## src/rtl/msl_pkg.sv

```systemverilog
// Shared types and constants of the multi-servo slew limiter.
package msl_pkg;

  localparam int SERVO_COUNT = 4;
  localparam int MAX_SPEED   = 255;
  localparam int STEP_FACTOR = 3;

  localparam int CH_IDX_W = (SERVO_COUNT > 1) ? $clog2(SERVO_COUNT) : 1;
  localparam int POS_W    = 16;
  localparam int SPEED_W  = 8;
  localparam int STEP_W   = 10;
  localparam int CHAN_W   = 3;
  localparam int NUM_W    = 4;
  localparam int MASK_W   = 4;
  localparam int ENTRY_W  = 2 * POS_W + SPEED_W;

  localparam int APB_AW = 4;
  localparam int APB_DW = 32;

  localparam logic [1:0] REG_ENABLE_MASK = 2'd0;
  localparam logic [1:0] REG_INIT_POS    = 2'd1;
  localparam logic [1:0] REG_USE_RAMP    = 2'd2;

  localparam logic [POS_W-1:0] INIT_POS_RESET = 16'd1500;

  typedef enum logic [1:0] {
    CMD_SET_ONE = 2'd0,
    CMD_SET_ALL = 2'd1,
    CMD_TICK    = 2'd2,
    CMD_READ    = 2'd3
  } cmd_t;

  typedef enum logic [1:0] {
    KIND_UPDATE = 2'd0,
    KIND_READ   = 2'd1,
    KIND_ERROR  = 2'd2
  } kind_t;

  // One channel's stored state, as held in the state memory.
  typedef struct packed {
    logic [POS_W-1:0]   current;
    logic [POS_W-1:0]   target;
    logic [SPEED_W-1:0] speed;
  } entry_t;

  typedef struct packed {
    logic [MASK_W-1:0] enable_mask;
    logic [POS_W-1:0]  init_position;
    logic              use_ramp;
  } cfg_t;

  // Command context handed to the channel update unit.
  typedef struct packed {
    cmd_t                cmd;
    logic [CH_IDX_W-1:0] ch;
    logic [SPEED_W-1:0]  speed;
    logic [POS_W-1:0]    target;
    logic                enabled;
    logic                use_ramp;
  } op_t;

  typedef struct packed {
    kind_t              kind;
    logic [CHAN_W-1:0]  channel;
    logic [POS_W-1:0]   position;
    logic [POS_W-1:0]   target_out;
    logic [SPEED_W-1:0] speed_out;
  } result_t;

endpackage

```

## src/rtl/msl_ram.sv

```systemverilog
// Generic single-port RAM with registered read.
module msl_ram #(
  parameter int WIDTH = 8,
  parameter int DEPTH = 4
) (
  input  logic                            clk,
  input  logic [((DEPTH > 1) ? $clog2(DEPTH) : 1)-1:0] addr,
  input  logic                            we,
  input  logic [WIDTH-1:0]                wdata,
  output logic [WIDTH-1:0]                rdata
);

  logic [WIDTH-1:0] mem [DEPTH];

  always_ff @(posedge clk) begin
    if (we) begin
      mem[addr] <= wdata;
    end
    rdata <= mem[addr];
  end

endmodule

```

## src/rtl/msl_regs.sv

```systemverilog
// APB configuration registers of the slew limiter.
module msl_regs (
  input  logic                         clk,
  input  logic                         rst,
  input  logic                         psel,
  input  logic                         penable,
  input  logic                         pwrite,
  input  logic [msl_pkg::APB_AW-1:0]   paddr,
  input  logic [msl_pkg::APB_DW-1:0]   pwdata,
  output logic [msl_pkg::APB_DW-1:0]   prdata,
  output logic                         pready,
  output msl_pkg::cfg_t                cfg,
  output logic                         init_load
);

  logic       wr;
  logic [1:0] idx;

  assign pready = 1'b1;
  assign idx    = paddr[3:2];
  assign wr     = psel && penable && pwrite && pready;

  // A write of the start position reloads every channel.
  assign init_load = wr && (idx == msl_pkg::REG_INIT_POS);

  always_ff @(posedge clk) begin
    if (rst) begin
      cfg.enable_mask   <= '0;
      cfg.init_position <= msl_pkg::INIT_POS_RESET;
      cfg.use_ramp      <= 1'b1;
    end else if (wr) begin
      case (idx)
        msl_pkg::REG_ENABLE_MASK: cfg.enable_mask   <= pwdata[msl_pkg::MASK_W-1:0];
        msl_pkg::REG_INIT_POS:    cfg.init_position <= pwdata[msl_pkg::POS_W-1:0];
        msl_pkg::REG_USE_RAMP:    cfg.use_ramp      <= pwdata[0];
        default: ;
      endcase
    end
  end

  always_comb begin
    prdata = '0;
    case (idx)
      msl_pkg::REG_ENABLE_MASK: prdata = msl_pkg::APB_DW'(cfg.enable_mask);
      msl_pkg::REG_INIT_POS:    prdata = msl_pkg::APB_DW'(cfg.init_position);
      msl_pkg::REG_USE_RAMP:    prdata = msl_pkg::APB_DW'(cfg.use_ramp);
      default:                  prdata = '0;
    endcase
  end

endmodule

```

## src/rtl/msl_chan_alu.sv

```systemverilog
// Per-channel read-modify-write: set, ramp step and read reply.
module msl_chan_alu (
  input  msl_pkg::op_t     op,
  input  msl_pkg::entry_t  entry,
  output logic             wr_en,
  output msl_pkg::entry_t  entry_new,
  output logic             has_res,
  output msl_pkg::result_t res
);

  logic [msl_pkg::SPEED_W-1:0] spd_sat;
  logic [msl_pkg::STEP_W-1:0]  step;
  logic [msl_pkg::POS_W-1:0]   step_w;
  logic [msl_pkg::POS_W-1:0]   diff_up;
  logic [msl_pkg::POS_W-1:0]   diff_dn;
  logic [msl_pkg::POS_W-1:0]   ramp_pos;
  logic [msl_pkg::CHAN_W-1:0]  chan_num;

  assign spd_sat = (op.speed > msl_pkg::SPEED_W'(msl_pkg::MAX_SPEED)) ?
                   msl_pkg::SPEED_W'(msl_pkg::MAX_SPEED) : op.speed;
  assign step    = msl_pkg::STEP_W'(entry.speed) * msl_pkg::STEP_W'(msl_pkg::STEP_FACTOR);
  assign step_w  = msl_pkg::POS_W'(step);
  assign diff_up = entry.target - entry.current;
  assign diff_dn = entry.current - entry.target;
  assign chan_num = msl_pkg::CHAN_W'(op.ch) + msl_pkg::CHAN_W'(1);

  // Clamp the step at the target.
  always_comb begin
    if (entry.current < entry.target) begin
      ramp_pos = (diff_up <= step_w) ? entry.target : entry.current + step_w;
    end else begin
      ramp_pos = (diff_dn <= step_w) ? entry.target : entry.current - step_w;
    end
  end

  always_comb begin
    wr_en          = 1'b0;
    entry_new      = entry;
    has_res        = 1'b0;
    res.kind       = msl_pkg::KIND_UPDATE;
    res.channel    = chan_num;
    res.position   = '0;
    res.target_out = '0;
    res.speed_out  = '0;
    case (op.cmd)
      msl_pkg::CMD_SET_ONE, msl_pkg::CMD_SET_ALL: begin
        if (op.enabled) begin
          wr_en            = 1'b1;
          entry_new.speed  = spd_sat;
          entry_new.target = op.target;
          if (!op.use_ramp) begin
            entry_new.current = op.target;
            has_res           = 1'b1;
            res.position      = op.target;
          end
        end
      end
      msl_pkg::CMD_TICK: begin
        if (entry.current != entry.target) begin
          wr_en             = 1'b1;
          entry_new.current = ramp_pos;
          has_res           = 1'b1;
          res.position      = ramp_pos;
        end
      end
      msl_pkg::CMD_READ: begin
        has_res        = 1'b1;
        res.kind       = msl_pkg::KIND_READ;
        res.position   = entry.current;
        res.target_out = entry.target;
        res.speed_out  = entry.speed;
      end
      default: ;
    endcase
  end

endmodule

```

## src/rtl/multi_servo_slew_limiter_top.sv

```systemverilog
// Top level of the multi-servo slew limiter: sequencer, state memory and result stage.
//
//  channel | dir | handshake          | contents
//  s_      | in  | s_tvalid/s_tready  | tuser: command; tdata: number, speed, target
//  m_      | out | m_tvalid/m_tready  | tuser: result kind; tdata: result; tlast: last
//  apb     | in  | psel/penable       | enable_mask @0, init_position @4, use_ramp @8
//
// Each visited channel goes through a memory read step, then an update and write-back step.
// A broadcast or tick visits every channel and a single-channel command one; an illegal
// channel or a tick with ramping off goes from the accept straight to the flush step.
// One command is worked at a time.
// Reset and start-position writes invalidate all entries; an invalid entry reads as the
// start position with full speed, so no clearing pass is needed.
// A result stalls the sequencer only when an earlier result is still waiting to go out.
module multi_servo_slew_limiter_top (
  input  logic                       clk,
  input  logic                       rst,
  input  logic                       s_tvalid,
  output logic                       s_tready,
  input  logic [31:0]                s_tdata,   // servo_number[3:0], speed[11:4], target_position[27:12]
  input  logic [1:0]                 s_tuser,   // command[1:0]
  output logic                       m_tvalid,
  input  logic                       m_tready,
  output logic [47:0]                m_tdata,   // channel[2:0], position[18:3], target_out[34:19], speed_out[42:35]
  output logic [1:0]                 m_tuser,   // result_kind[1:0]
  output logic                       m_tlast,
  input  logic                       psel,
  input  logic                       penable,
  input  logic                       pwrite,
  input  logic [msl_pkg::APB_AW-1:0] paddr,
  input  logic [msl_pkg::APB_DW-1:0] pwdata,
  output logic [msl_pkg::APB_DW-1:0] prdata,
  output logic                       pready
);

  typedef enum logic [3:0] {
    S_IDLE  = 4'b0001,
    S_RD    = 4'b0010,
    S_UPD   = 4'b0100,
    S_FLUSH = 4'b1000
  } state_t;

  state_t state, state_next;

  msl_pkg::cfg_t cfg;
  logic          init_load;

  logic [msl_pkg::CH_IDX_W-1:0] ch;
  logic                         single;
  msl_pkg::cmd_t                cmd;
  logic [msl_pkg::SPEED_W-1:0]  spd;
  logic [msl_pkg::POS_W-1:0]    tgt;
  logic [msl_pkg::SERVO_COUNT-1:0] vld;

  logic                           pend_valid;
  msl_pkg::result_t               pend;

  logic [msl_pkg::ENTRY_W-1:0] ram_rdata;
  logic                        ram_we;
  msl_pkg::entry_t             entry;
  msl_pkg::entry_t             entry_new;
  msl_pkg::op_t                op;
  logic                        alu_we;
  logic                        has_res;
  msl_pkg::result_t            res;
  logic [msl_pkg::MASK_W-1:0]  en_shift;

  logic                        accept;
  msl_pkg::cmd_t               in_cmd;
  logic [msl_pkg::NUM_W-1:0]   in_num;
  logic                        num_bad;
  logic                        out_free;
  logic                        proceed;
  logic                        last_ch;
  logic                        push_upd;
  logic                        push_fl;

  msl_pkg::result_t            out_res;

  msl_regs u_regs (
    .clk       (clk),
    .rst       (rst),
    .psel      (psel),
    .penable   (penable),
    .pwrite    (pwrite),
    .paddr     (paddr),
    .pwdata    (pwdata),
    .prdata    (prdata),
    .pready    (pready),
    .cfg       (cfg),
    .init_load (init_load)
  );

  msl_ram #(
    .WIDTH (msl_pkg::ENTRY_W),
    .DEPTH (msl_pkg::SERVO_COUNT)
  ) u_state_ram (
    .clk   (clk),
    .addr  (ch),
    .we    (ram_we),
    .wdata (entry_new),
    .rdata (ram_rdata)
  );

  assign in_cmd  = msl_pkg::cmd_t'(s_tuser);
  assign in_num  = s_tdata[3:0];
  assign num_bad = (in_num == '0) ||
                   (in_num > msl_pkg::NUM_W'(msl_pkg::SERVO_COUNT));

  assign s_tready = (state == S_IDLE);
  assign accept   = s_tvalid && s_tready;
  assign out_free = !m_tvalid || m_tready;

  // Entries never written since reset or reload read as the start values.
  always_comb begin
    if (vld[ch]) begin
      entry = msl_pkg::entry_t'(ram_rdata);
    end else begin
      entry.current = cfg.init_position;
      entry.target  = cfg.init_position;
      entry.speed   = msl_pkg::SPEED_W'(msl_pkg::MAX_SPEED);
    end
  end

  assign en_shift    = cfg.enable_mask >> ch;
  assign op.cmd      = cmd;
  assign op.ch       = ch;
  assign op.speed    = spd;
  assign op.target   = tgt;
  assign op.enabled  = en_shift[0];
  assign op.use_ramp = cfg.use_ramp;

  msl_chan_alu u_alu (
    .op        (op),
    .entry     (entry),
    .wr_en     (alu_we),
    .entry_new (entry_new),
    .has_res   (has_res),
    .res       (res)
  );

  // Hold in UPD while a new result would have to displace a waiting one.
  assign proceed  = !(has_res && pend_valid && !out_free);
  assign ram_we   = (state == S_UPD) && proceed && alu_we;
  assign last_ch  = single || (ch == msl_pkg::CH_IDX_W'(msl_pkg::SERVO_COUNT - 1));
  assign push_upd = (state == S_UPD) && proceed && has_res && pend_valid;
  assign push_fl  = (state == S_FLUSH) && pend_valid && out_free;

  always_comb begin
    state_next = state;
    case (state)
      S_IDLE: begin
        if (accept) begin
          if ((in_cmd == msl_pkg::CMD_SET_ONE || in_cmd == msl_pkg::CMD_READ) && num_bad) begin
            state_next = S_FLUSH;
          end else if (in_cmd == msl_pkg::CMD_TICK && !cfg.use_ramp) begin
            state_next = S_FLUSH;
          end else begin
            state_next = S_RD;
          end
        end
      end
      S_RD:    state_next = S_UPD;
      S_UPD: begin
        if (proceed) begin
          state_next = last_ch ? S_FLUSH : S_RD;
        end
      end
      S_FLUSH: begin
        if (!pend_valid || out_free) begin
          state_next = S_IDLE;
        end
      end
      default: state_next = S_IDLE;
    endcase
  end

  always_ff @(posedge clk) begin
    if (rst) begin
      state <= S_IDLE;
    end else begin
      state <= state_next;
    end
  end

  // Command context.
  always_ff @(posedge clk) begin
    if (accept) begin
      cmd <= in_cmd;
      spd <= s_tdata[11:4];
      tgt <= s_tdata[27:12];
      if (in_cmd == msl_pkg::CMD_SET_ONE || in_cmd == msl_pkg::CMD_READ) begin
        single <= 1'b1;
        ch     <= msl_pkg::CH_IDX_W'(in_num - msl_pkg::NUM_W'(1));
      end else begin
        single <= 1'b0;
        ch     <= '0;
      end
    end else if (state == S_UPD && proceed && !last_ch) begin
      ch <= ch + msl_pkg::CH_IDX_W'(1);
    end
  end

  always_ff @(posedge clk) begin
    if (rst || init_load) begin
      vld <= '0;
    end else if (ram_we) begin
      vld[ch] <= 1'b1;
    end
  end

  // Waiting result: goes out once the next one or the end of the command is known.
  always_ff @(posedge clk) begin
    if (rst) begin
      pend_valid <= 1'b0;
    end else if (accept && (in_cmd == msl_pkg::CMD_SET_ONE || in_cmd == msl_pkg::CMD_READ)
                 && num_bad) begin
      pend_valid <= 1'b1;
    end else if (state == S_UPD && proceed && has_res) begin
      pend_valid <= 1'b1;
    end else if (push_fl) begin
      pend_valid <= 1'b0;
    end
  end

  always_ff @(posedge clk) begin
    if (accept) begin
      pend.kind       <= msl_pkg::KIND_ERROR;
      pend.channel    <= '0;
      pend.position   <= '0;
      pend.target_out <= '0;
      pend.speed_out  <= '0;
    end else if (state == S_UPD && proceed && has_res) begin
      pend <= res;
    end
  end

  // Output register.
  always_ff @(posedge clk) begin
    if (rst) begin
      m_tvalid <= 1'b0;
    end else if (push_upd || push_fl) begin
      m_tvalid <= 1'b1;
    end else if (m_tready) begin
      m_tvalid <= 1'b0;
    end
  end

  always_ff @(posedge clk) begin
    if (push_upd || push_fl) begin
      out_res <= pend;
      m_tlast <= push_fl;
    end
  end

  assign m_tuser = out_res.kind;
  assign m_tdata = {5'd0, out_res.speed_out, out_res.target_out, out_res.position,
                    out_res.channel};

  a_we_in_upd: assert property (@(posedge clk) disable iff (rst)
    ram_we |-> state == S_UPD)
    else $error("state memory written outside update step");

  a_one_cmd: assert property (@(posedge clk) disable iff (rst)
    accept |=> !s_tready)
    else $error("new command taken while one is in progress");

  a_flush_last: assert property (@(posedge clk) disable iff (rst)
    push_fl |=> m_tvalid && m_tlast)
    else $error("final result not marked last");

  a_idle_empty: assert property (@(posedge clk) disable iff (rst)
    state == S_IDLE |-> !pend_valid)
    else $error("result left waiting after command end");

endmodule
```

## config.mk

```make
export PLATFORM = sky130hd
export DESIGN_NAME = multi_servo_slew_limiter_top
export DESIGN_NICKNAME = d
export VERILOG_FILES = /design/src/rtl/msl_pkg.sv /design/src/rtl/msl_ram.sv /design/src/rtl/msl_regs.sv /design/src/rtl/msl_chan_alu.sv /design/src/rtl/multi_servo_slew_limiter_top.sv
export SDC_FILE = /design/constraint.sdc
export NUM_CORES = 1
export LEC_CHECK = 0
export BUFFER_PORTS_ARGS = -buffer_cell sky130_fd_sc_hd__buf_2
export CORE_MARGIN = 4
export CORE_UTILIZATION = 60
export DETAILED_ROUTE_END_ITERATION = 12
export GPL_TIMING_DRIVEN = 0
export PLACE_DENSITY_LB_ADDON = 0.2
export SETUP_SLACK_MARGIN = 0.15
export SLEW_MARGIN = 20
export SYNTH_ARGS = -nofsm -noshare
export SYNTH_HDL_FRONTEND = slang
export SYNTH_SLANG_ARGS = --single-unit
```

## constraint.sdc

```tcl
create_clock -name clk -period 7 [get_ports clk]
set_input_delay 1.4 -clock clk [delete_from_list [all_inputs] [get_ports clk]]
set_output_delay 1.4 -clock clk [all_outputs]
set_load 0.01 [all_outputs]
```

# == Word-level counts from Yosys, hierarchy flattened ==
# Memories as Yosys holds them, arrays and structs flattened. A register that Yosys moved wholly into a read port is not among the register bits.
# Cells that the tools add are included.
# totals
input_bits,77
ff_bits,151
n_memories,1
ram_bits,160
# mem_list
memory,depth,width,read_ports,rd_clocked_by_memory_dff,write_ports,line,source
u_state_ram.mem,4,40,1,1,1,msl_ram.sv:13,logic [WIDTH-1:0] mem [DEPTH];
# op_classes
n_reduce_logical,43
n_mux,45
n_shift,1
multipliers,1
magnitude_cmp,7
bitwise_logic,1
eq_ne,16
add_sub_neg,7
# ops
op,count
$mux W16,8
$pmux W16 S3,2
$mux W40,2
$mux W24,2
$le A16 B10 Y1,2
$pmux W16 S2,1
$sub A16 B16 Y16,2
$mux W4,6
$logic_and A1 B1 Y1,18
$add A16 B10 Y16,1
$lt A16 B16 Y1,1
$ne A16 B16 Y1,1
$pmux W4 S4,1
$sub A16 B10 Y16,1
$mux W1,15
$eq A2 B2 Y1 const B,6
$mul A8 B2 Y10 const B,1
$gt A8 B8 Y1 const B,1
$mux W8,1
$logic_or A1 B1 Y1,7
$logic_not A1 Y1,6
$logic_not A2 Y1,3
$mux W2,3
$reduce_and A2 Y1,3
24 further kinds,27

# == Depth between registers and ports, before layout ==
# Gate-level depths: netlist of the first run.
# logic_depth
word_depth,14
ltp_mapped,30
depth_no_buf,24

# == By module ==
# A second synthesis of the first run with hierarchy kept.
# unflattened
cells_unflattened,1619
hier_area_um2,18013.5
# modules_own_cells
mod,instances,area_per_inst_um2,cells_each
msl_ram,1,6652.6,254
multi_servo_slew_limiter_top,1,5067.4,458
msl_chan_alu,1,5059.9,770
msl_regs,1,1233.7,137

# == Least setup slack after synthesis of the first run ==
# No wires, ideal clock.
# synth_timing
path_type,register to register
start,reg ch[0] (netlist name)
end,"mem u_state_ram.mem[0][26] (netlist name), data pin"
path_buffers,9
stages_incl_launch_ff,31
arrival_time_ps,6223
setup_slack_ps,504
setup_ps,272
path_cell_list,edfxtp_1 -> buf_6 -> mux4_2 -> buf_6 -> buf_4 -> buf_1 -> buf_1 -> clkbuf_1 -> a21oi_1 -> inv_1 -> ha_1 -> clkbuf_1 -> inv_1 -> a2111oi_0 -> a21oi_1 -> and2_2 -> o21ai_0 -> xor2_1 -> ha_1 -> nand3_1 -> nor3_1 -> a21oi_1 -> o2111ai_1 -> nor4_1 -> and4b_1 -> buf_6 -> mux2_4 -> buf_6 -> a222oi_1 -> a2bb2oi_2 -> o21ai_1
# synth_lines
element,line,source
"start, declared",multi_servo_slew_limiter_top.sv:48,logic [msl_pkg::CH_IDX_W-1:0] ch;
"start signal, assigned",multi_servo_slew_limiter_top.sv:194,ch <= msl_pkg::CH_IDX_W'(in_num - msl_pkg::NUM_W'(1));
"start signal, assigned",multi_servo_slew_limiter_top.sv:200,ch <= ch + msl_pkg::CH_IDX_W'(1);
"end, declared",msl_ram.sv:13,

==> reports/metrics.yaml, run 1 <==
status: "completed"
placedCellCount: 2043
clockRootBuffer: "clkbuf_16"
wl_per_cell_um: 25.2
drt-initial-drc-count: 1751
synthFlopType: "edfxtp_1"
port_buffers: 115
hold_viol: 0
htreeDepth: 2
fp.dieW_um: 178
critPathTopFamily: "compound AO/OA/AOI/OAI gates"
floorplan.initialDensity_pct: 61.6
cp_common_cell: "buf_6"
ys_types: 91
fin_util_pct: 72.0
final-setup-viol-count: 0
diodes: 0
ioPinCount: 163
max_stage_delay_ns: 0.46
ys_warn_count: 0
netlist_area_um2: 17300
postSynthAreaPerCell_um2: 11.4
ys_seq_elements: 351
nets: 1886
core_um2: 28200
power_uw: 4980
clock_skew_ns: 0.0183
holdWs_ns: 0.431
wl_um: 53800
ys_seq_area_share_pct: 54.1
clock_sinks: 351
final_common_cell: "edfxtp_1"
final_cell_count_no_fill: 2133
slew_headroom_pct: 25.0
p_per_area_nw_per_um2: 246
async_flop_share_pct: 0
synthCells: 1527
end_kind: "register"
first_global_vias: 12837
die_height_um: 178
leakagePower_uw: 0.00786
drc: 0
clk_latency_ns: 0.54
areaGrowthSynthToFinish_pct: 16.8
crit_buf_inv: 8
rsz0062_at_grt: "true"
maxCapViolCount: 0
grt_pass1_wl_um: 78100
hp-class: "register to register"
grt_max_degree: 42
track_usage_pct: 33.3
clk_path_buf_depth: 3
tightest_slew_ns: 1.09
dieArea_um2: 31700
vias_per_cell: 6.34
ant_nets: 0
cts_tree: "done"
max_freq_mhz: 147
final_cell_mix: "edfxtp_1 (235), a21oi_1 (144), buf_2 (121)"
min_period_over_period_pct: 97.1
gp_congestion: 1.02
period_minus_slack_ns: 6.80
rows: 61
synth_edf_count: 235
overflow: 0
first_pass_iters: 9
vias: 13533
startpoint_type: "register"
fillers: 1978
critPathMaxFanout: 10
hold_buffers: 0
drive_above_1_share_pct: 21.2
crit_type: "register to register"
cts_buffers: 36
critPathArrivalTime_ns: 7.01
peakVddDrop_mv: 0.268
dp_hpwl_um: 39400
clk_pin_slew_ns: 0.06
critical_path_required_ns: 7.22
cp_slowest_cell: "nor4b_4"
antenna_found_initial: 0
drv_slew: 0
==> state kept, by name, indices dropped and copies added (netlist names), 2 cells and up <==
name	count
vld	4
u_state_ram.mem	160
tgt	16
u_regs.cfg	21
ch	2
u_state_ram.rdata	40
cmd	2
pend	45
m_tdata	43
m_tuser	2
spd	8
state	4
==> cell usage after synthesis, types with 15 or more instances <==
library cell | instances | area (um^2)
mux2i_1 | 33 | 330
ha_1 | 78 | 976
a21oi_1 | 159 | 796
nor3_1 | 41 | 205
edfxtp_1 | 235 | 7060
xnor2_1 | 36 | 315
mux4_2 | 42 | 946
nand2_1 | 120 | 450
nor2_1 | 117 | 439
a31oi_1 | 15 | 93.8
inv_1 | 77 | 289
dfxtp_1 | 116 | 2320
clkbuf_1 | 51 | 191
nor2b_1 | 16 | 100
buf_4 | 24 | 180
nand3_1 | 24 | 120
o21ai_0 | 66 | 330
and2_1 | 25 | 156
a21o_1 | 21 | 158
==> cell type report <==
| class | instances | area [um^2] | share of cell area, % |
|---|---|---|---|
| Sequential cell | 351 | 9380 | 46.3 |
| Multi-Input combinational cell | 1023 | 7600 | 37.5 |
| Clock buffer | 49 | 990 | 4.88 |
| Timing Repair Buffer | 140 | 816 | 4.03 |
| Buffer | 97 | 536 | 2.64 |
| Tap cell | 378 | 473 | 2.33 |
| Inverter | 79 | 297 | 1.46 |
| Clock inverter | 16 | 173 | 0.852 |
==> per-stage QoR <==
stage,setup WS (ns),setup TNS (ns),cell area [um^2]
floorplan,0.504,0,17400
global placement,-1.71,-451.76,18500
detailed placement,-1.79,-274.42,18600
CTS,0.168,0,20000
global route,0.117,0,20300
finish,0.204,0,20300
==> final timing paths <==
path | startpoint | endpoint | slack [ns] | depth (start not counted)
min reg2reg | pend[10]$_SDFFE_PP0P_ | m_tdata[21]$_DFFE_PP_ | 0.43 | 0
max reg2reg | ch[0]$_DFFE_PP_ | u_state_ram.mem[0][37]$_DFFE_PP_ | 0.20 | 25
min | pend[10]$_SDFFE_PP0P_ | m_tdata[21]$_DFFE_PP_ | 0.43 | 0
max | ch[0]$_DFFE_PP_ | u_state_ram.mem[0][37]$_DFFE_PP_ | 0.20 | 25
==> layer usage <==
| metal | vias to the layer above | GRT usage [%] | routed length, um |
|---|---|---|---|
| li1 | 5987 | - | - |
| met1 | 6567 | 45.9 | 21000 |
| met2 | 824 | 52.2 | 24800 |
| met3 | 155 | 7.31 | 5610 |
| met4 | 0 | 12.7 | 2500 |
| met5 | - | 0 | 0 |
==> report_power, final <==
part           switching [uW]  internal (uW)
Sequential               58.1           2280
Clock                     823           1050
Combinational             470            297
Total                    1350           3630
==> logic make-up after synthesis <==
| family | Yosys count | synth area share (%) |
|---|---|---|
| compound gates | 377 | 13.7 |
| xor+xnor | 50 | 2.52 |
| fa+ha+maj | 82 | 6.03 |
| buf+inv | 176 | 4.54 |
| flops | 351 | 54.1 |
| mux | 80 | 7.78 |
| other cells | 2 | 0.0433 |
| simple gates | 409 | 11.3 |
==> what timing repair did <==
| action | CTS | global route |
|---|---|---|
| gates cloned | 0 | 3 |
| gates resized for setup | 67 | 41 |
| pin swaps | 11 | 14 |
| endpoints found under the setup margin | 326 | 261 |
| setup buffers | 12 | 10 |
Note: power is estimated with default switching activity, not from simulation.
==> inputs of run 2 (changes only) <==
SYNTH_HIERARCHICAL = 1   (was unset)
==> run 2 against run 1 <==
Cell count grew 4.2%. Maximum frequency grew 2.8%. Register-to-register slack gained 0.18 ns. Count of clock-buffer cells in the layout grew 6. Worst hold slack lost 0.0026 ns. Synthesized cell count grew 6.0%. Global-route usage shrank 1.2 points. Area after synthesis grew 3.8%. First-iteration DRC count shrank 5.8%. Combinational power grew to 3.5 times the previous value.
==> reports/metrics.yaml, run 2 <==
period_minus_slack_ns: 6.61  # was 6.80 ns
critical_path_required_ns: 7.45  # was 7.22 ns
final_cell_mix: "nand2_1 (252), edfxtp_1 (235), buf_2 (134)"  # was edfxtp_1 (235), a21oi_1 (144), buf_2 (121)
clk_latency_ns: 0.52  # was 0.54 ns
clockRootBuffer: "clkbuf_16"  # unchanged
max_freq_mhz: 151  # was 147 MHz
dp_hpwl_um: 40400  # was 39400 um
rows: 63  # was 61
place_area_um2: 19300  # was 18600 um^2
async_flop_share_pct: 0  # unchanged
final_cell_count_no_fill: 2223  # was 2133
clk_path_buf_depth: 3  # unchanged
hold_viol: 0  # unchanged
tightest_slew_ns: 1.06  # was 1.09 ns
endpoint: "pend[33]$_SDFFE_PP0P_"  # was u_state_ram.mem[0][37]$_DFFE_PP_
dieArea_um2: 32900  # was 31700 um^2
hold_buffers: 0  # unchanged
worst_slack_ns: 0.387  # was 0.204 ns
crit_type: "register to register"  # unchanged
startpoint_type: "register"  # unchanged
ys_warn_count: 6  # was 0
drt-initial-drc-count: 1649  # was 1751
antenna_found_initial: 0  # unchanged
synth_area_leaders: "edfxtp_1 (39%), dfxtp_1 (13%), ha_1 (5.9%)"  # was edfxtp_1 (41%), dfxtp_1 (13%), ha_1 (5.6%)
fillers: 2202  # was 1978
netlist_area_um2: 18000  # was 17300 um^2
hp-class: "register to register"  # unchanged
drive_above_1_share_pct: 19.4  # was 21.2%
worst_r2r_startpoint: "ch[1]$_DFFE_PP_"  # was ch[0]$_DFFE_PP_
nets: 1972  # was 1886
ant_nets: 0  # unchanged
htreeDepth: 2  # unchanged
end_kind: "register"  # unchanged
ys_types: 89  # was 91
grt_max_degree: 37  # was 42
final-setup-viol-count: 0  # unchanged
p_per_area_nw_per_um2: 339  # was 246 nW/um^2
cts_buffers: 36  # unchanged
ys_seq_elements: 351  # unchanged
top_register: "u_state_ram/mem"  # was u_state_ram.mem
holdWs_ns: 0.429  # was 0.431 ns
crit_start: "ch[1]$_DFFE_PP_"  # was ch[0]$_DFFE_PP_
track_usage_pct: 32.1  # was 33.3%
floorplan.initialDensity_pct: 60.8  # was 61.6%
synthCells: 1619  # was 1527
rrSetupSlack_ns: 0.39  # was 0.20 ns
drv_slew: 0  # unchanged
vias_per_cell: 6.15  # was 6.34
clock_sinks: 351  # unchanged
wl_per_cell_um: 24.0  # was 25.2 um
final_common_cell: "nand2_1"  # was edfxtp_1
yosysTopAreaCell: "edfxtp_1"  # unchanged
rsz0062_at_grt: "true"  # unchanged
port_buffers: 115  # unchanged
maxCapViolCount: 0  # unchanged
areaGrowthSynthToFinish_pct: 14.0  # was 16.8%
wl_um: 53200  # was 53800 um
largest_register_ffs: 160  # unchanged
placedCellCount: 2150  # was 2043
first_global_vias: 13554  # was 12837
place_worst_setup_slack_ns: -0.576  # was -1.79 ns
synth_commonest_cells: "nand2_1 (253), edfxtp_1 (235), dfxtp_1 (116), a21oi_1 (91), nor2_1 (86)"  # was edfxtp_1 (235), a21oi_1 (159), nand2_1 (120), nor2_1 (117), dfxtp_1 (116)
status: "completed"  # unchanged
vias: 13673  # was 13533
gp_congestion: 1.01  # was 1.02
grt_pass1_wl_um: 80800  # was 78100 um
critPathMaxFanout: 10  # unchanged
min_period_over_period_pct: 94.5  # was 97.1%
fp.dieW_um: 181  # was 178 um
clk_pin_slew_ns: 0.06  # about the same
leakagePower_uw: 0.00795  # was 0.00786 uW
fin_setup_tns_ns: 0  # unchanged
synthFlopType: "edfxtp_1"  # unchanged
first_pass_iters: 6  # was 9
final_cell_area_um2: 20500  # was 20300 um^2
drc: 0  # unchanged
reg2regPathDepth: 26  # was 25
clock_skew_ns: 0.0118  # was 0.0183 ns
r2r_end: "pend[33]$_SDFFE_PP0P_"  # was u_state_ram.mem[0][37]$_DFFE_PP_
cts_tree: "done"  # unchanged
postSynthAreaPerCell_um2: 11.1  # was 11.4 um^2
ys_seq_area_share_pct: 52.1  # was 54.1%
synth_most_common_cell: "nand2_1"  # was edfxtp_1
diodes: 0  # unchanged
die_height_um: 181  # was 178 um
overflow: 0  # unchanged
ioPinCount: 163  # unchanged
synth.top_cell.area_share_pct: 39.2  # was 40.7%
peakVddDrop_mv: 0.254  # was 0.268 mV
critPathArrivalTime_ns: 7.07  # was 7.01 ns
core_um2: 29600  # was 28200 um^2
slew_headroom_pct: 28.6  # was 25.0%
synth_edf_count: 235  # unchanged
## run 2: cell types whose count changed in the layout (fill, tap and decap cells not counted), sizes merged, moves of 11 or more
cell / before / now
a21oi: 160 / 121
xnor2: 36 / 21
nor3: 41 / 25
nor2: 117 / 86
nand2b: 8 / 43
o211ai: 5 / 35
nand2: 120 / 254
o2111ai: 2 / 13
## run 2: where the power goes
part	internal [uW]	total, uW	switching, uW	leakage [uW]
clock	1080	1860	783	0.000557
combinational	971	2710	1740	0.00429
sequential	2350	2390	49.1	0.00311
## run 2: timing repair
item	in CTS	in global routing
setup endpoints to repair	80	68
setup buffers	4	3
resized for setup	6	10
pin swaps	1	5
## run 2: layer usage
| layer | global-route usage [%] | wire length, um |
|---|---|---|
| met5 | 0 | 0 |
| met4 | 10.8 | 2000 |
| met3 | 6.91 | 5090 |
| met2 | 50.2 | 24200 |
| met1 | 45.0 | 22000 |
## run 2: critical path, cell delays in order, from the launching register on
cell       delay, ns
edfxtp_1        0.43
mux2_2          0.37
o21a_2          0.26
clkbuf_2        0.25
nand2_1         0.20
nand2_1         0.15
inv_1           0.14
ha_1            0.22
inv_1           0.07
fa_1            0.42
a211oi_1        0.26
o21ai_1         0.17
a31oi_2         0.30
xnor2_1         0.17
ha_1            0.27
a21o_1          0.19
a21oi_1         0.24
nand2_1         0.07
o21ai_0         0.28
nand4b_1        0.21
or3_1           0.45
clkbuf_2        0.26
o211ai_1        0.21
o2111ai_1       0.16
o211ai_1        0.41
nand2_1         0.20
a21oi_2         0.15
## run 2: final cells by class
| class | instances | area (um^2) | share of cell area [%] |
|---|---|---|---|
| sequential | 351 | 9380 | 45.7 |
| clock inverter | 11 | 103 | 0.500 |
| tap | 390 | 488 | 2.38 |
| clock buffer | 55 | 1040 | 5.09 |
| timing repair buffer | 129 | 764 | 3.72 |
| buffer | 106 | 688 | 3.35 |
| inverter | 76 | 285 | 1.39 |
| multi-input combinational | 1105 | 7790 | 37.9 |
## run 2: cells by family (layout without fill, tap and decap cells)
kind of cell,after synthesis,count (layout),synth area share (%)
adder cells (fa/ha/maj),90,90,6.46
buffers and inverters,182,377,5.37
other,4,23,0.0833
flip-flops,351,351,52.1
AND/OR/NAND/NOR,536,536,14.3
multiplexers,78,78,7.38
AO/OA/AOI/OAI,346,346,12.8
XOR/XNOR,32,32,1.56
## run 2: per-stage QoR
step           power, uW  utilization [%]
4_1_cts             6860             69.1
6_report            6960             69.3
3_3_place_gp        4970             64.6
2_1_floorplan       4240                -
3_5_place_dp        4990             65.1
5_1_grt             7300             69.3
## run 2: how the worst min path moves through the flow
stage | startpoint | to | slack, ns | depth (start not counted)
2_1_floorplan | pend[40]$_SDFFE_PP0P_ | m_tdata[0]$_DFFE_PP_ | 0.41 | 0
3_3_place_gp | pend[12]$_SDFFE_PP0P_ | m_tdata[23]$_DFFE_PP_ | 0.41 | 0
3_5_place_dp | pend[20]$_SDFFE_PP0P_ | m_tdata[31]$_DFFE_PP_ | 0.41 | 0
4_1_cts | pend[20]$_SDFFE_PP0P_ | m_tdata[31]$_DFFE_PP_ | 0.43 | 0
5_1_grt | pend[10]$_SDFFE_PP0P_ | m_tdata[21]$_DFFE_PP_ | 0.44 | 0
6_report | pend[20]$_SDFFE_PP0P_ | m_tdata[31]$_DFFE_PP_ | 0.43 | 0
